### src/hw/rtl/lzr_pkg.sv
package lzr_pkg;

  localparam int RING_DEPTH = 4096;
  localparam int LOOKAHEAD = 18;
  localparam int ADDR_W = $clog2(RING_DEPTH);
  localparam logic [ADDR_W-1:0] WP_RESET = ADDR_W'(RING_DEPTH - LOOKAHEAD);
  localparam int FILL_W = ADDR_W + 1;
  localparam logic [2:0] HEADER_BYTES = 3'd4;
  localparam logic [4:0] MIN_MATCH = 5'd3;
  localparam logic [3:0] FLAGS_PER_CONTROL = 4'd8;
  localparam int QUEUE_DEPTH = 4;
  localparam int QPTR_W = $clog2(QUEUE_DEPTH);
  localparam int QCNT_W = QPTR_W + 1;

  typedef struct packed {
    logic [7:0] in_byte;
    logic       stream_start;
  } in_item_t;

  typedef struct packed {
    logic [7:0] out_byte;
    logic       is_last;
  } out_item_t;

  typedef struct packed {
    logic              we;
    logic [ADDR_W-1:0] waddr;
    logic [7:0]        wdata;
    logic [ADDR_W-1:0] raddr;
  } ram_req_t;

  typedef enum logic {
    ST_PARSE,
    ST_COPY
  } eng_state_t;

endpackage

### src/hw/rtl/lzr_out_queue.sv
module lzr_out_queue (
  input  logic                         clk,
  input  logic                         rst,
  input  logic                         push,
  input  lzr_pkg::out_item_t           push_data,
  output logic [lzr_pkg::QCNT_W-1:0]   count,
  output logic                         valid,
  input  logic                         ready,
  output lzr_pkg::out_item_t           data
);

  localparam int QCNT_W = lzr_pkg::QCNT_W;

  lzr_pkg::out_item_t entries [lzr_pkg::QUEUE_DEPTH];
  logic [lzr_pkg::QPTR_W-1:0] wr_ptr;
  logic [lzr_pkg::QPTR_W-1:0] rd_ptr;
  logic pop;

  assign valid = (count != '0);
  assign data  = entries[rd_ptr];
  assign pop   = valid && ready;

  always_ff @(posedge clk) begin
    if (rst) begin
      wr_ptr <= '0;
      rd_ptr <= '0;
      count  <= '0;
    end else begin
      if (push) begin
        wr_ptr <= wr_ptr + 1'b1;
      end
      if (pop) begin
        rd_ptr <= rd_ptr + 1'b1;
      end
      count <= count + QCNT_W'(push) - QCNT_W'(pop);
    end
  end

  always_ff @(posedge clk) begin
    if (push) begin
      entries[wr_ptr] <= push_data;
    end
  end

endmodule

### config.mk
export PLATFORM = sky130hd
export DESIGN_NAME = lzr_out_queue
export DESIGN_NICKNAME = d
export VERILOG_FILES = /design/src/hw/rtl/lzr_pkg.sv /design/src/hw/rtl/lzr_out_queue.sv
export SDC_FILE = /design/constraint.sdc
export NUM_CORES = 1
export LEC_CHECK = 0
export BUFFER_PORTS_ARGS = -buffer_cell sky130_fd_sc_hd__buf_4
export CAP_MARGIN = 10
export CELL_PAD_IN_SITES_DETAIL_PLACEMENT = 1
export CELL_PAD_IN_SITES_GLOBAL_PLACEMENT = 1
export CORE_UTILIZATION = 47
export DETAILED_ROUTE_END_ITERATION = 6
export MAX_ROUTING_LAYER = met4
export PLACE_DENSITY_LB_ADDON = 0.1
export SYNTH_ARGS = -nofsm -noshare
export SYNTH_HDL_FRONTEND = slang
export SYNTH_SLANG_ARGS = --single-unit
### constraint.sdc
create_clock -name clk -period 2.5 [get_ports clk]
set_clock_uncertainty 0.1 [all_clocks]
set_input_delay 0.25 -clock clk [delete_from_list [all_inputs] [get_ports clk]]
set_output_delay 0.25 -clock clk [all_outputs]
set_load 0.005 [all_outputs]
Word level (Yosys, flattened, before mapping)
Memories as Yosys holds them, arrays and structs flattened. A register that Yosys moved wholly into a read port is not among the register bits.
Cells that the tools add are included.
- input bits: 13
- bits in writable memories: 36
- output and inout port bits: 13
- flip-flop bits (word level): 7
- logic and storage cells: 14
- memories: 1
- reduce and logical (&&, ||, !) cells: 2
- add/sub/neg operators: 4
- muxes and demuxes: 4
- memories (name ; depth ; bits a word ; rd ports ; clocked after Yosys merged registers in ; write ports ; line ; source):
    entries ; 4 ; 9 ; 1 ; 1 ; 1 ; lzr_out_queue.sv:14 ; lzr_pkg::out_item_t entries [lzr_pkg::QUEUE_DEPTH];
- operators with widths (operator ; number):
    2-bit by 1-bit adder with 2-bit output (second input constant) ; 2
    2-bit two-way mux ; 2
    3-bit by 1-bit adder with 3-bit output ; 1
    3-bit nonzero test ; 1
    3-bit by 1-bit subtractor with 3-bit output ; 1
    1-bit two-way mux ; 2
    1-bit logical AND ; 1

Depth between registers and ports, before layout
- word-level depth: 4
- mapped depth: 7
- gate-level depth less buffers: 7

Least setup slack after synthesis
OpenSTA, ideal clock, no wires.
- path kind: register -> register
- start point: register count[1] (netlist name)
- end point: register count[2] (netlist name)
- required time: 2274 ps
- library setup time: 126 ps
- arrival time: 1729 ps
- slack: 545 ps
- buffers on the path: 0
- period minus slack after synthesis: 1955 ps
- cell stages (with the launch flop): 8
- cell sequence: dfxtp_1 > o31a_1 > ha_1 > inv_1 > ha_1 > fa_1 > xor3_1 > nor2_1
- word-level cells in the longest chain between the ends: 3
- elaborated cells on any way between the ends: 4
- classes of those cells: 2 x add/sub; 2 x reduce/logical
- RTL lines (element ; line ; source):
    start, declared ; lzr_out_queue.sv:6 ; output logic [lzr_pkg::QCNT_W-1:0] count,
    start signal, assigned ; lzr_out_queue.sv:35 ; count <= count + QCNT_W'(push) - QCNT_W'(pop);
    3-bit nonzero test ; lzr_out_queue.sv:19 ; assign valid = (count != '0);
    1-bit logical AND ; lzr_out_queue.sv:21 ; assign pop = valid && ready;
    net pop ; lzr_out_queue.sv:17 ; logic pop;
    3-bit by 1-bit subtractor with 3-bit output ; lzr_out_queue.sv:35 ;
The timed path passes the listed nets, and every way through them passes these cells.
A chain may end at the register's enable or synchronous reset.

Final worst setup path
Ends and elaborated chain as after synthesis.

==> metrics.txt <==
outcome=finished, final reports clean; Critical Setup Path Class=flop to flop; Worst Path Max Fanout=6; Main synth FF type=edfxtp_1; Power Total=1.91 mW; Final Wtd Congestion=0.709; Final Max Slew Viols=0; R2R setup slack=0.46 ns; CP startpoint kind=flop; layout cells sized above 1=34.1%; Initial Utilization=50.8%; FF+latch count, synth=45; Clk Latency, worst-skew pair=0.29 ns; DIE HEIGHT=63.2 um; Synth Cell Area=1760 um^2; area leader, netlist=edfxtp_1; R2R depth=7; H-tree levels=2; Clock Sinks=45; initial antenna violation count=0; leading post-synthesis cells by cell area=edfxtp_1, mux4_2, dfxtp_1; unrepaired setup endpoints after global routing=false; Setup crit end kind=flop; most common cell in the netlist=edfxtp_1; grt total ovfl=0; maximum VDD drop=0.524 mV; Yosys top cell area share=61.3%; synthesis-to-layout area growth=19.7%; relative max-transition margin=67.2%; IO Count=26; Hold Crit Class=primary input to flop; Avg Inst Size Synth=19.2 um^2; sequential-to-total area share from yosys stat=71.5%; hold_buf cts=0; clock tree buffer depth=2; minimum clock period=2.04 ns; Nets=142; Post-Synthesis Cells=92; PwrDens=904 nW/um^2; Iter 0 DRT Violations=22; Max Clk Rate=491 MHz; Post-Syn Nets=112; IO buf count=25; vias per cell=5.09; largest net degree at the start of global routing=14; Final Hold Fails=0; final count of negative-setup-slack endpoints=0; Die Footprint=4000 um^2; Routed Antenna Nets=0; Post-CTS Setup Inserts=0; pre-CTS setup slack=0.461 ns; HPWL after DPL=2040 um; cts repair resizes=0; Core ar.=3470 um^2; Hold Startpoint=push_data[2]; # DRC=0; Setup WS post-layout=0.465 ns; first-pass GRT wire length=4620 um; Yosys warnings=0; Max-Cap Viols=0; Clock Tree Root=clkbuf_8; total track usage=17.0%; Post-synth EDFFs=36; synth cell count leaders=edfxtp_1, dfxtp_1, mux4_2; via count=860; Async SR Flop Fraction=0%; Yosys cell types=19; hold depth=1; Worst Hold End=entries[0][2]; WP data required=2.59 ns; total CTS buffers=5; row cnt=21; clock-pin slew on the worst setup and hold paths=0.08 ns; final wirelength=2830 um; setup tns final=0 ns; Chip Width=63.2 um; Worst Max-Slew Pin Slew=0.485 ns; post-DR wirelength/cell=16.7 um; FF-to-FF End=count[2]; Lkg Pwr=0.777 nW; 1st-pass router iterations=4; reg2reg start=count[1]; period utilisation layout=81.4%; # diodes=0; crit path DAT=2.13 ns; CTS tree=built; vias in the first global route=936
-- critical path: stages (launching register included) --
cell	delay, ns
dfxtp_1	0.36
o31a_1	0.35
ha_1	0.29
inv_1	0.04
ha_1	0.18
fa_1	0.37
xor3_1	0.20
nor2_1	0.04
-- sequential cells by signal, summed over array words and instances (netlist names), named ones only --
register  count
wr_ptr        2
count         3
rd_ptr        2
entries      36
-- power breakdown --
part	leakage [nW]	internal (mW)	switching [mW]
logic	0.320	0.286	0.177
registers	0.405	0.877	0.0506
clock network	0.0528	0.295	0.222
total	0.777	1.46	0.449
-- cell usage in the layout (no fill, tap or decap), types with 2 or more instances in the layout --
cell      count
and2_1        4
nor2b_1       4
dfxtp_1       9
nor2_1        5
edfxtp_1     36
clkbuf_8      5
ha_1          6
inv_1         6
buf_4        26
mux4_2        9
mux2_1        2
-- per-stage QoR --
stage	util, %	std cells	hold WS [ns]	instance area (um^2)
CTS	60.8	169	0.0481	2110
finish	60.8	169	0.0549	2110
detailed placement	57.8	161	0.356	2000
global placement	57.8	161	0.350	2000
floorplan	-	92	0.249	1760
global route	60.8	169	0.0451	2110
-- final cells by class --
class / count / area, um^2
Fill cell: 327 / 1360
Sequential cell: 45 / 1260
Multi-Input combinational cell: 38 / 467
Timing Repair Buffer: 26 / 195
Clock buffer: 6 / 72.6
Tap cell: 46 / 57.6
Clock inverter: 2 / 33.8
Inverter: 6 / 22.5
-- cell families (layout without fill, tap and decap cells) --
family,count (synthesis),count (layout),share of synthesized area [%]
simple gates,14,14,4.26
xor+xnor,2,2,1.85
flops,45,45,71.5
mux,13,13,14.0
compound gates,2,2,0.994
buf+inv,9,40,1.99
fa+ha+maj,7,7,5.39
-- metal layers --
| metal | GRT usage, % | vias up | share of wire [%] |
|---|---|---|---|
| met5 | - | - | 0 |
| met3 | 4.89 | 3 | 4.3 |
| met2 | 30.1 | 23 | 55 |
| met1 | 18.1 | 428 | 39 |
| li1 | - | 406 | - |
| met4 | 5.97 | 0 | 1.5 |
-- how the worst max path moves through the flow --
stage,start,to,depth (start not counted)
floorplan,count[1],count[2],7
global placement,count[1],count[2],7
detailed placement,count[1],count[2],7
CTS,count[1],count[2],7
global route,count[1],count[2],7
finish,count[1],count[2],7
Note: power is estimated with default switching activity, not from simulation.
