File: src/hw/rtl/lzr_pkg.sv
package lzr_pkg;

  localparam int RING_DEPTH = 4096;
  localparam int LOOKAHEAD = 18;
  localparam int ADDR_W = $clog2(RING_DEPTH);
  localparam logic [ADDR_W-1:0] WP_RESET = ADDR_W'(RING_DEPTH - LOOKAHEAD);
  localparam int FILL_W = ADDR_W + 1;
  localparam logic [2:0] HEADER_BYTES = 3'd4;
  localparam logic [4:0] MIN_MATCH = 5'd3;
  localparam logic [3:0] FLAGS_PER_CONTROL = 4'd8;
  localparam int QUEUE_DEPTH = 4;
  localparam int QPTR_W = $clog2(QUEUE_DEPTH);
  localparam int QCNT_W = QPTR_W + 1;

  typedef struct packed {
    logic [7:0] in_byte;
    logic       stream_start;
  } in_item_t;

  typedef struct packed {
    logic [7:0] out_byte;
    logic       is_last;
  } out_item_t;

  typedef struct packed {
    logic              we;
    logic [ADDR_W-1:0] waddr;
    logic [7:0]        wdata;
    logic [ADDR_W-1:0] raddr;
  } ram_req_t;

  typedef enum logic {
    ST_PARSE,
    ST_COPY
  } eng_state_t;

endpackage

File: src/hw/rtl/lzr_engine.sv
module lzr_engine (
  input  logic                       clk,
  input  logic                       rst,
  input  logic                       in_valid,
  output logic                       in_ready,
  input  lzr_pkg::in_item_t          in_data,
  input  logic [lzr_pkg::QCNT_W-1:0] q_count,
  output logic                       q_push,
  output lzr_pkg::out_item_t         q_data,
  output lzr_pkg::ram_req_t          ram_req,
  input  logic [7:0]                 ram_rd_data
);

  localparam int ADDR_W = lzr_pkg::ADDR_W;
  localparam int FILL_W = lzr_pkg::FILL_W;
  localparam int QCNT_W = lzr_pkg::QCNT_W;

  lzr_pkg::eng_state_t state, state_next;

  logic [2:0]        hdr_cnt, hdr_cnt_next;
  logic [31:0]       rem, rem_next;
  logic [7:0]        flag_byte, flag_byte_next;
  logic [3:0]        flag_idx, flag_idx_next;
  logic [7:0]        first_ref, first_ref_next;
  logic              awaiting, awaiting_next;
  logic [ADDR_W-1:0] wp, wp_next;
  logic [FILL_W-1:0] fill, fill_next;
  logic [ADDR_W-1:0] ref_dist, ref_dist_next;
  logic [4:0]        copy_left, copy_left_next;

  // Write stage: one byte that was issued in the previous cycle.
  logic              s2_valid;
  logic              s2_copy;
  logic [7:0]        s2_lit;
  logic              s2_last;
  logic [ADDR_W-1:0] s2_waddr;
  logic              s2_fwd;
  logic [7:0]        s2_fwd_data;
  logic              s2_hit;
  logic [7:0]        s2_byte;

  logic              accept;
  logic              room;
  logic              start;
  logic [2:0]        eff_hdr;
  logic [31:0]       eff_rem;
  logic [3:0]        eff_fi;
  logic [7:0]        eff_flags;
  logic              eff_await;
  logic [ADDR_W-1:0] eff_wp;
  logic [FILL_W-1:0] eff_fill;
  logic [7:0]        b;

  logic              iss_valid;
  logic              iss_copy;
  logic              iss_last;
  logic [ADDR_W-1:0] iss_raddr;
  logic [ADDR_W-1:0] iss_off;
  logic              iss_hit;
  logic              iss_fwd;

  assign room     = ({1'b0, q_count} + (QCNT_W + 1)'(s2_valid))
                    < (QCNT_W + 1)'(lzr_pkg::QUEUE_DEPTH);
  assign in_ready = (state == lzr_pkg::ST_PARSE) && !s2_valid && room;
  assign accept   = in_valid && in_ready;
  assign start    = accept && in_data.stream_start;
  assign b        = in_data.in_byte;

  assign iss_raddr = wp - ref_dist;
  // Writes since the last clear run contiguously up from the reset pointer,
  // so an entry holds stream data exactly when its offset is below the fill.
  assign iss_off   = iss_raddr - lzr_pkg::WP_RESET;
  assign iss_hit   = fill[ADDR_W] || (iss_off < fill[ADDR_W-1:0]);
  assign iss_fwd   = s2_valid && (iss_raddr == s2_waddr);

  always_comb begin
    if (!s2_copy) begin
      s2_byte = s2_lit;
    end else if (s2_fwd) begin
      s2_byte = s2_fwd_data;
    end else if (s2_hit) begin
      s2_byte = ram_rd_data;
    end else begin
      s2_byte = '0;
    end
  end

  assign ram_req.we    = s2_valid;
  assign ram_req.waddr = s2_waddr;
  assign ram_req.wdata = s2_byte;
  assign ram_req.raddr = iss_raddr;

  assign q_push        = s2_valid;
  assign q_data.out_byte = s2_byte;
  assign q_data.is_last  = s2_last;

  always_ff @(posedge clk) begin
    if (rst) begin
      state <= lzr_pkg::ST_PARSE;
    end else begin
      state <= state_next;
    end
  end

  always_comb begin
    eff_hdr   = start ? 3'd0 : hdr_cnt;
    eff_rem   = start ? 32'd0 : rem;
    eff_fi    = start ? lzr_pkg::FLAGS_PER_CONTROL : flag_idx;
    eff_flags = start ? 8'd0 : flag_byte;
    eff_await = start ? 1'b0 : awaiting;
    eff_wp    = start ? lzr_pkg::WP_RESET : wp;
    eff_fill  = start ? '0 : fill;

    state_next     = state;
    hdr_cnt_next   = eff_hdr;
    rem_next       = eff_rem;
    flag_byte_next = eff_flags;
    flag_idx_next  = eff_fi;
    first_ref_next = first_ref;
    awaiting_next  = eff_await;
    wp_next        = eff_wp;
    ref_dist_next  = ref_dist;
    copy_left_next = copy_left;
    iss_valid      = 1'b0;
    iss_copy       = 1'b0;

    unique case (state)
      lzr_pkg::ST_PARSE: begin
        if (accept) begin
          priority if (eff_hdr < lzr_pkg::HEADER_BYTES) begin
            rem_next     = eff_rem | (32'(b) << {eff_hdr[1:0], 3'b000});
            hdr_cnt_next = eff_hdr + 3'd1;
          end else if (eff_rem == 32'd0) begin
            // Stream complete: surplus bytes are dropped.
          end else if (eff_fi >= lzr_pkg::FLAGS_PER_CONTROL) begin
            flag_byte_next = b;
            flag_idx_next  = 4'd0;
          end else if (!eff_flags[eff_fi[2:0]]) begin
            flag_idx_next = eff_fi + 4'd1;
            iss_valid     = 1'b1;
          end else if (!eff_await) begin
            first_ref_next = b;
            awaiting_next  = 1'b1;
          end else begin
            awaiting_next  = 1'b0;
            flag_idx_next  = eff_fi + 4'd1;
            ref_dist_next  = {b[3:0], first_ref};
            copy_left_next = {1'b0, b[7:4]} + lzr_pkg::MIN_MATCH;
            state_next     = lzr_pkg::ST_COPY;
          end
        end
      end
      lzr_pkg::ST_COPY: begin
        if (room) begin
          iss_valid      = 1'b1;
          iss_copy       = 1'b1;
          copy_left_next = copy_left - 5'd1;
          if (copy_left == 5'd1 || rem == 32'd1) begin
            state_next = lzr_pkg::ST_PARSE;
          end
        end
      end
      default: begin
        state_next = lzr_pkg::ST_PARSE;
      end
    endcase

    iss_last = (eff_rem == 32'd1);
    if (iss_valid) begin
      wp_next  = eff_wp + 1'b1;
      rem_next = eff_rem - 32'd1;
    end

    fill_next = eff_fill + FILL_W'(s2_valid && !eff_fill[ADDR_W]);
  end

  always_ff @(posedge clk) begin
    if (rst) begin
      hdr_cnt   <= 3'd0;
      rem       <= 32'd0;
      flag_byte <= 8'd0;
      flag_idx  <= lzr_pkg::FLAGS_PER_CONTROL;
      first_ref <= 8'd0;
      awaiting  <= 1'b0;
      wp        <= lzr_pkg::WP_RESET;
      fill      <= '0;
      s2_valid  <= 1'b0;
    end else begin
      hdr_cnt   <= hdr_cnt_next;
      rem       <= rem_next;
      flag_byte <= flag_byte_next;
      flag_idx  <= flag_idx_next;
      first_ref <= first_ref_next;
      awaiting  <= awaiting_next;
      wp        <= wp_next;
      fill      <= fill_next;
      s2_valid  <= iss_valid;
    end
  end

  always_ff @(posedge clk) begin
    ref_dist  <= ref_dist_next;
    copy_left <= copy_left_next;
    if (iss_valid) begin
      s2_copy     <= iss_copy;
      s2_lit      <= b;
      s2_last     <= iss_last;
      s2_waddr    <= eff_wp;
      s2_fwd      <= iss_fwd;
      s2_fwd_data <= s2_byte;
      s2_hit      <= iss_hit;
    end
  end

endmodule

File: config.mk
export PLATFORM = sky130hd
export DESIGN_NAME = lzr_engine
export DESIGN_NICKNAME = d
export VERILOG_FILES = /design/src/hw/rtl/lzr_pkg.sv /design/src/hw/rtl/lzr_engine.sv
export SDC_FILE = /design/constraint.sdc
export NUM_CORES = 1
export LEC_CHECK = 0
export BUFFER_PORTS_ARGS = -buffer_cell sky130_fd_sc_hd__buf_2
export CORE_ASPECT_RATIO = 1.4
export CORE_MARGIN = 3
export CORE_UTILIZATION = 35
export CTS_CLUSTER_SIZE = 12
export DETAILED_ROUTE_END_ITERATION = 10
export HOLD_SLACK_MARGIN = 0.1
export PLACE_DENSITY = 0.5
export SYNTH_ARGS = -nofsm -noshare
export SYNTH_HDL_FRONTEND = slang
export SYNTH_SLANG_ARGS = --single-unit
File: constraint.sdc
create_clock -name clk -period 5.1 [get_ports clk]
set_input_delay 0.765 -clock clk [delete_from_list [all_inputs] [get_ports clk]]
set_output_delay 0.765 -clock clk [all_outputs]
set_load 0.1 [all_outputs]
; Word level (Yosys, flattened, before mapping)
; Index checks and enable logic that the tools add are counted.
[word_totals]
ff_bits = 132
latch_bits = 0
ramBits = 0
mem_bits_ro = 0
in_bits = 23
out_inout_bits = 44
elab_cells = 129
memories = 0
[classes]
n_addsub = 10
n_mul = 0
div_mod_pow = 0
magnitude_cmp = 5
eq_ne = 11
shift = 1
muxes = 63
bitwise_logic = 6
reduce_logical = 14
[ops]
columns = cell, n
row1 = $mux W32, 5
row2 = $mux W8, 9
row3 = $eq A32 B1 Y1 const B, 2
row4 = $mux W5, 7
row5 = $logic_not A32 Y1, 1
row6 = $mux W4, 8
row7 = $or A32 B32 Y32, 1
row8 = $shl A8 B5 Y32, 1
row9 = $sub A32 B1 Y32 const B, 1
row10 = $mux W12, 2
row11 = $mux W1, 23
row12 = $reduce_and A7 Y1, 3
row13 = $add A13 B1 Y13, 1
row14 = $mux W13, 1
row15 = $add A12 B1 Y12 const B, 1
row16 = $eq A12 B12 Y1, 1
row17 = $lt A12 B12 Y1, 1
row18 = $mux W3, 4
row19 = $sub A12 B12 Y12, 1
row20 = $sub A12 B12 Y12 const B, 1
row21 = $ne A2 B2 Y1 const B, 5
row22 = $pmux W5 S2, 1
row23 = $logic_and A1 B1 Y1, 6
row24 = $add A4 B2 Y5 const B, 1
row25 = other kinds (15), 23

; Logic depth before layout (Yosys ltp)
; Gate-level depths: netlist (run 1).
[logic_depth]
word_depth = 15
mapped_depth = 17
depth_no_buf = 15

; Worst setup path after synthesis (run 1)
; Ideal clock, no wire load.
[synth_path]
kind = register -> register
start = register wp[3]
end = register s2_hit (data pin)
setup_ns = 0.259
t_arrival_ns = 4.732
t_required_ns = 4.841
setup_slack_ns = 0.109
path_stages_with_launch = 14
path_buffers = 0
period_less_slack_ns = 4.991
cell_sequence = dfxtp_1 -> ha_1 -> a21o_1 -> a21oi_1 -> nand2_1 -> xnor2_1 -> o21ai_0 -> xnor2_1 -> ha_1 -> o21ai_0 -> a21oi_1 -> o21a_1 -> o2111ai_1 -> a211o_1
[synth_lines]
columns = element, line_no
row1 = start: declaration, lzr_engine.sv:26  ; logic [ADDR_W-1:0] wp, wp_next;
row2 = start signal: assignment, lzr_engine.sv:185  ; wp <= lzr_pkg::WP_RESET;
row3 = start signal: assignment, lzr_engine.sv:195  ; wp <= wp_next;
row4 = end signal: assignment, lzr_engine.sv:211  ; s2_hit <= iss_hit;
row5 = end: declaration, lzr_engine.sv:39  ; logic s2_hit;

; Worst setup path in the final report (run 1)
[layout_path]
start = register state
end = register wp[10]
[layout_via]
elab_chain_len = 15
word_cells_on_any_way = 23
classes_between = add/sub: 1 / order compare: 2 / mux: 14 / bitwise: 1 / reduce/logical: 5
[layout_lines]
columns = element, line_no
row1 = start: declaration, lzr_engine.sv:18  ; lzr_pkg::eng_state_t state, state_next;
row2 = start signal: assignment, lzr_engine.sv:99  ; state <= lzr_pkg::ST_PARSE;
row3 = start signal: assignment, lzr_engine.sv:101  ; state <= state_next;
row4 = $not A1 Y1 (no source line), -
row5 = $logic_and A1 B1 Y1 (2 in a row), lzr_engine.sv:64  ; assign in_ready = (state == lzr_pkg::ST_PARSE) && !s2_valid && room;
row6 = $logic_and A1 B1 Y1, lzr_engine.sv:65  ; assign accept = in_valid && in_ready;
row7 = $logic_and A1 B1 Y1, lzr_engine.sv:66  ; assign start = accept && in_data.stream_start;
row8 = $mux W8 or $mux W4 (tied branches), "lzr_engine.sv:109, lzr_engine.sv:108"
row9 = $bmux W1 S3, lzr_engine.sv:138  ; end else if (!eff_flags[eff_fi[2:0]]) begin
row10 = $mux W1 (implied by the code), lzr_engine.sv:138
row11 = $mux W1, lzr_engine.sv:138
row12 = $mux W1, lzr_engine.sv:135  ; end else if (eff_fi >= lzr_pkg::FLAGS_PER_CONTROL) begin
row13 = $mux W1, lzr_engine.sv:133  ; end else if (eff_rem == 32'd0) begin
row14 = $mux W1, lzr_engine.sv:130  ; priority if (eff_hdr < lzr_pkg::HEADER_BYTES) begin
row15 = $mux W1, lzr_engine.sv:129  ; if (accept) begin
row16 = $pmux W1 S2, lzr_engine.sv:127  ; unique case (state)
row17 = $mux W12 (*), lzr_engine.sv:169  ; if (iss_valid) begin
; Mark *: on every way between the ends. The rest lies on a longest branch, timed or not. The select of a mux whose other input is x is not followed.
; A chain may end at the register's enable or synchronous reset.

==> results.ini, run 1 <==
[floorplanning]
die_x_um = 130
initial_core_util_pct = 36.1
core_area_um2 = 20900
dieArea_um2 = 23300
ios = 67
num_rows = 62
fp.dieH_um = 180

[timing]
rsz0062_at_grt = false
finalMaxSlewViolations = 0
holdWs_ns = 0.430
max_freq_mhz = 249
worst_pin_slew_ns = 1.04
slew_headroom_pct = 30.6
worst_clock_skew_ns = 0.0131
period_share_pct = 78.7
post-route-min-period_ns = 4.01
finalHoldViolCount = 0
fin_tns_setup_ns = 0
setup_viol = 0

[cells_and_area]
final_cell_area_um2 = 8590
utilization_pct = 41.2
layout.cells.non_filler = 1121
drive_above_1_share_pct = 15.8
synthToLayoutAreaGrowth_pct = 14.0
layout_commonest_cell = dfxtp_1
nNetsFinal = 910
layout_common_cells = 83 x dfxtp_1, 81 x nor2_1, 66 x buf_2
antenna_cells = 0

[global_route]
top_usage_layer = met2
grt_use_total_pct = 18.2
grt_pass1_vias = 6144
met1_usage_pct = 22.0
antenna_found_initial = 0
grt.met2_usage_pct = 31.9
grt_pass1_wl_mm = 33.1
grt_max_degree = 52
grt_use_met3_pct = 3.50
grt_overflow = 0

[clock_network]
cts-htree-levels = 4
ctsHoldBuffers = 0
worstSkewPairLatency_ns = 0.43
cts_made_buffers = 17
cts_buffer_depth = 2
tritoncts = done
clk_pin_slew_ns = 0.07
post_cts_buffers = 0
cts_resized = 0
root_buffer = clkbuf_16
numClockSinks = 132

[setup_path]
cp_cell_sequence = nor4b_4 > buf_4 > nand2_2 > nand2_1 > ha_1 > and2_1 > a21oi_2 > o41ai_4 > o41a_4 > inv_2 > buf_4 > and3_1 > o21ai_0
critical_path_buf_inv_count = 3
critPathMaxFanout = 30
worst_path_most_repeated_cell = buf_4
cp_top_family = compound AO/OA/AOI/OAI gates
start_kind = flop
r2r_slack_ns = 1.09
slowest_stage = dfxtp_1
r2r_end = wp[10]
cp-startpoint = state
ff2ff_path_depth = 13
worstSetupEndpointType = flop
crit_type = reg2reg
worst_ep_required_time_ns = 5.40
crit_arrival_ns = 4.31
max_stage_delay_ns = 0.82
r2r_start = state

[route]
num_vias = 6169
ant_nets = 0
first_iter_violations = 435
drt_wl_total_mm = 20.6
firstDrtPassIters = 5
detail_route.wl_per_cell_um = 18.4
viasPerCell = 5.50
remaining_drc_errors = 0

[worst_hold_path]
min_delay_path_depth = 0
min_to = ref_dist[4]
hold_path_class = reg2reg
holdCritStartpoint = first_ref[4]

[synthesis]
avgSynthCellArea_um2 = 9.33
dominantRegCellSynth = dfxtp_1
ys_types = 71
synth_edf_count = 49
seq_area_frac_synth_pct = 41.6
yosys.area.top_type = dfxtp_1
syn_area_um2 = 7530
ys_async_sr_fraction_pct = 0
synth_cells = 808
synth_area_leaders = dfxtp_1 22%, edfxtp_1 20%, ha_1 5.6%
synth_top_area_share_pct = 22.1
ys_ff_latch = 132
yosys_warnings = 0
synth_fp_nets = 866

[power]
irDropWorstVdd_mv = 0.233
p_leak_nw = 3.20
power_density_nw_per_um2 = 287

[run_status]
status = complete, no violations

[placement]
place_hpwl_mm = 14.9
placed_cell_area_um2 = 8010
dp.cells = 1089
numPortBuffers = 66
gp_congestion = 0.830

[flow_run]
maxCapViolCount = 0

-- layer usage --
metal	part of all wire [%]	wire length, um
met2	52	10700
met4	2.1	437
met5	0	0
met1	42	8740
met3	3.7	774
-- state kept, by name, summed over array words and instances (netlist names), 3 cells and up --
| signal | count |
|---|---|
| flag_idx | 4 |
| fill | 13 |
| s2_waddr | 12 |
| flag_byte | 8 |
| wp | 12 |
| s2_lit | 8 |
| rem | 32 |
| s2_fwd_data | 8 |
| hdr_cnt | 3 |
| first_ref | 8 |
| ref_dist | 12 |
| copy_left | 5 |
-- synth_stat cells, types with 13 or more instances --
cell type / count
nor2_1: 81
nand3_1: 32
nand2_1: 52
dfxtp_1: 83
ha_1: 34
clkbuf_1: 31
nand2b_1: 13
xor2_1: 16
xnor2_1: 31
inv_1: 43
a211oi_1: 20
a221oi_1: 14
a21oi_1: 51
edfxtp_1: 49
o21ai_0: 22
nor3_1: 39
-- through the flow --
stage	setup WS [ns]	total power, mW
after floorplan	0.109	1.22
after global placement	1.01	1.27
after global routing	0.724	2.56
after detailed placement	0.959	1.27
final	1.09	2.47
after CTS	1.04	2.50
-- kinds of logic (layout without fill, tap and decap cells) --
logic type	count (synthesis)	after routing	synth area share (%)
adder cells (fa/ha/maj)	35	35	5.91
buffers and inverters	95	152	5.60
multiplexers	12	12	1.96
AND/OR/NAND/NOR	301	301	21.4
flip-flops	132	132	41.6
AO/OA/AOI/OAI	182	182	16.9
XOR/XNOR	51	51	6.68
-- final cells by class --
| cell class | count | area (um2) |
|---|---|---|
| tap | 256 | 320 |
| sequential | 132 | 3130 |
| multi-input combinational | 581 | 3990 |
| timing repair buffer | 76 | 405 |
| clock inverter | 15 | 154 |
| clock buffer | 17 | 425 |
| inverter | 44 | 165 |
| fill | 2096 | 12300 |
-- report_power, final --
part / internal [mW] / switching [mW] / leakage, nW / total (mW)
registers: 1.09 / 0.00788 / 1.11 / 1.10
logic: 0.0430 / 0.104 / 1.81 / 0.147
clock network: 0.693 / 0.528 / 0.288 / 1.22
total: 1.83 / 0.640 / 3.20 / 2.47
-- worst max path at each step --
stage / to / slack (ns) / cells after the start
2_1_floorplan: s2_hit / 0.11 / 13
3_3_place_gp: wp[10] / 1.01 / 14
3_5_place_dp: wp[10] / 0.96 / 14
4_1_cts: wp[10] / 1.04 / 13
5_1_grt: wp[10] / 0.72 / 13
6_report: wp[10] / 1.09 / 13
Note: power is estimated with default switching activity, not from simulation.
==> inputs of run 2 (changes only) <==
--- a/config.mk
+++ b/config.mk
@@ -5,6 +5,7 @@
 export SDC_FILE = /design/constraint.sdc
 export NUM_CORES = 1
 export LEC_CHECK = 0
+export ABC_AREA = 1
 export BUFFER_PORTS_ARGS = -buffer_cell sky130_fd_sc_hd__buf_2
 export CORE_ASPECT_RATIO = 1.4
 export CORE_MARGIN = 3
@@ -12,7 +13,7 @@
 export CTS_CLUSTER_SIZE = 12
 export DETAILED_ROUTE_END_ITERATION = 10
 export HOLD_SLACK_MARGIN = 0.1
-export PLACE_DENSITY = 0.5
+export PLACE_DENSITY = 0.51
 export SYNTH_ARGS = -nofsm -noshare
 export SYNTH_HDL_FRONTEND = slang
 export SYNTH_SLANG_ARGS = --single-unit
==> constraint.sdc (replaced) <==
create_clock -name clk -period 3.4 [get_ports clk]
set_input_delay 0.51 -clock clk [delete_from_list [all_inputs] [get_ports clk]]
set_output_delay 0.51 -clock clk [all_outputs]
set_load 0.1 [all_outputs]
==> run 2 against run 1 <==
First-iteration DRC count increased by 22%. Cell count increased by 41%. Largest power group unchanged. Highest routed layer unchanged. Global-route usage increased by 1.1 points. Clock power increased by 54%. Critical path type is now reg2out.
==> results.ini, run 2 <==
[synthesis]
ys_types = 47  ; -34%
ys_async_sr_fraction_pct = 0  ; unchanged
synth_cells = 1204  ; +49%
synth_fp_nets = 1262  ; +46%
avgSynthCellArea_um2 = 7.12  ; -24%
synth_top_area_share_pct = 19.4  ; -2.7 points
syn_area_um2 = 8580  ; +14%
ys_ff_latch = 132  ; unchanged
seq_area_frac_synth_pct = 36.5  ; -5.1 points
synth.most_common_cell = nand2_1
dominantRegCellSynth = dfxtp_1
synth_area_leaders = dfxtp_1 19%, edfxtp_1 17%, nand2_1 13%
yosys.area.top_type = dfxtp_1
synth_edf_count = 49  ; unchanged
ys_top_cells_by_count = 289 x nand2_1, 149 x inv_1, 118 x nor2_1
yosys_warnings = 0  ; unchanged

[clock_network]
numClockSinks = 132  ; unchanged
root_buffer = clkbuf_16
clk_pin_slew_ns = 0.06  ; about the same
worstSkewPairLatency_ns = 0.43  ; about the same
cts_buffer_depth = 2  ; unchanged
cts-htree-levels = 4  ; unchanged
tritoncts = done
ctsHoldBuffers = 0  ; unchanged
cts_made_buffers = 17  ; unchanged

[timing]
slew_headroom_pct = 56.8  ; +26 points
rsz0062_at_grt = true
post-route-min-period_ns = 3.23
setup_viol = 0  ; unchanged
worst_pin_slew_ns = 0.645  ; -0.393 ns
period_share_pct = 94.9
finalMaxSlewViolations = 0  ; unchanged
finalHoldViolCount = 0  ; unchanged
max_freq_mhz = 310
worst_clock_skew_ns = 0.00891  ; -0.00415 ns
setup_ws_ns = 0.175  ; -0.913 ns

[power]
irDropWorstVdd_mv = 0.325  ; +40%
clkPwrFrac_pct = 47.7  ; -1.8 points
p_switching_mw = 1.03  ; +60%
intPower_mw = 2.92  ; +60%
swShare_pct = 26.0  ; about the same
p_leak_nw = 4.68  ; +46%
seqPwrFrac_pct = 41.7  ; -2.9 points
combPwrFrac_pct = 10.6  ; +4.6 points
power_density_nw_per_um2 = 403  ; +40%

[floorplanning]
dieArea_um2 = 26400  ; +13%
core_area_um2 = 24100  ; +15%
die_x_um = 138  ; +6.4%
ios = 67  ; unchanged
initial_core_util_pct = 35.7  ; -0.45 points
num_rows = 67  ; +8.1%
fp.dieH_um = 191  ; +6.5%

[worst_hold_path]
min_delay_path_depth = 0  ; unchanged
holdCritStartpoint = first_ref[2]
min_to = ref_dist[2]
hold_path_class = reg2reg

[cells_and_area]
layout_common_cells = 286 x nand2_1, 147 x inv_1, 118 x nor2_1
largest_register_ff_count = 32  ; unchanged
fillerInstances = 2535  ; +21%
top_regs = rem: 32 flops, fill: 13 flops
layout_commonest_cell = nand2_1
seqCellArea_um2 = 3140  ; about the same
regMostFlops = rem
synthToLayoutAreaGrowth_pct = 14.2
antenna_cells = 0  ; unchanged
utilization_pct = 40.7  ; -0.44 points
drive_above_1_share_pct = 15.2  ; -0.62 points
final_cell_area_um2 = 9800  ; +14%
multi_input_area_um2 = 4590  ; +15%
nNetsFinal = 1313  ; +44%

[setup_path]
worst_path_most_repeated_cell = inv_1
worst_ep_required_time_ns = 2.89  ; -2.51 ns
ff2ff_path_depth = 22  ; +9
r2r_start = wp[0]
max_stage_delay_ns = 0.36  ; -0.46 ns
critPathMaxFanout = 5  ; -83%
r2r_end = s2_hit
cp_cell_sequence = inv_1 > ha_1 > a21oi_1 > nor2_1 > o21ai_0 > o2111ai_1 > or2_2 > nand2_1 > inv_1 > buf_2
crit_arrival_ns = 2.72  ; -1.59 ns
r2r_slack_ns = 0.25  ; -0.84 ns
worstSetupEndpointType = output pin
slowest_stage = edfxtp_1
start_kind = flop
crit_type = reg2out

[global_route]
grt_max_degree = 46  ; -12%
grt_pass1_vias = 7647  ; +24%
grt_use_total_pct = 19.2  ; +1.1 points
grt_pass1_wl_mm = 40.7  ; +23%
grt_overflow = 0  ; unchanged
antenna_found_initial = 0  ; unchanged

[route]
ant_nets = 0  ; unchanged
detail_route.wl_per_cell_um = 15.7  ; -15%
num_vias = 7860  ; +27%
firstDrtPassIters = 4  ; -1
remaining_drc_errors = 0  ; unchanged
viasPerCell = 4.98  ; -9.5%
first_iter_violations = 532  ; +22%
drt_wl_total_mm = 24.8  ; +20%

[run_status]
status = complete, no violations

[placement]
placed_cell_area_um2 = 9190  ; +15%
numPortBuffers = 66  ; unchanged
dpl_worst_slack_ns = 0.137  ; -0.822 ns
gp_congestion = 0.881  ; +6.1%
place_hpwl_mm = 18.6  ; +25%

[flow_run]
maxCapViolCount = 0  ; unchanged

run 2: layer usage:
layer | part of all wire, % | vias up | global-route usage [%]
li1 | - | 4015 | -
met1 | 43 | 3670 | 23.1
met2 | 51 | 143 | 34.5
met3 | 4.0 | 32 | 3.43
met4 | 2.6 | 0 | 6.69
met5 | 0 | - | 0
run 2: layout make-up:
| type | count | share of cell area [%] |
|---|---|---|
| inverter | 162 | 6.24 |
| timing repair buffer | 83 | 4.95 |
| tap | 310 | 3.96 |
| multi-input combinational | 859 | 46.8 |
| clock buffer | 19 | 4.42 |
| clock inverter | 13 | 1.62 |
| sequential | 132 | 32.0 |
run 2: through the flow:
step           total power [mW]  cells  hold slack [ns]  setup TNS [ns]
2_1_floorplan              1.98   1204            0.403          -0.252
3_3_place_gp               2.10   1545            0.408               0
3_5_place_dp               2.10   1545            0.408               0
4_1_cts                    4.00   1577            0.416               0
5_1_grt                    4.11   1578            0.422         -0.0103
6_report                   3.95   1578            0.420               0
run 2: power groups by stage:
stage / combinational (mW) / sequential, mW / clock, mW
finish: 0.419 / 1.65 / 1.88
CTS: 0.421 / 1.65 / 1.93
global placement: 0.418 / 1.68 / 0
floorplan: 0.300 / 1.68 / 0
detailed placement: 0.418 / 1.68 / 0
global route: 0.471 / 1.65 / 1.99
run 2: worst max path at each step:
stage	startpoint	to	slack, ns	cells after the start
5_1_grt	wp[0]	s2_hit	-0.01	22
6_report	ref_dist[4]	ram_req[11]	0.17	10
2_1_floorplan	wp[0]	s2_hit	-0.25	22
3_3_place_gp	wp[0]	s2_hit	0.16	22
3_5_place_dp	wp[0]	s2_hit	0.14	22
4_1_cts	wp[0]	s2_hit	0.12	22
run 2: logic make-up after synthesis:
kind of cell	count (synthesis)	share of synthesized area, %
AO/OA/AOI/OAI	187	12.3
XOR/XNOR	48	4.90
AND/OR/NAND/NOR	588	30.0
adder cells (fa/ha/maj)	35	5.19
buffers and inverters	213	11.0
multiplexers	1	0.117
flip-flops	132	36.5
run 2: repair_timing:
item | 4_1_cts | 5_1_grt
setup endpoints to repair | 0 | 3
resized for setup | 0 | 6
setup buffers | 0 | 1
run 2: critical path: cells and delay by family, from the launching register on:
kind | cells | cell delay, ns
AO/OA/AOI/OAI | 3 | 0.70
AND/OR/NAND/NOR | 3 | 0.52
buffers and inverters | 3 | 0.45
adder cells (fa/ha/maj) | 1 | 0.27
flip-flops | 1 | 0.36
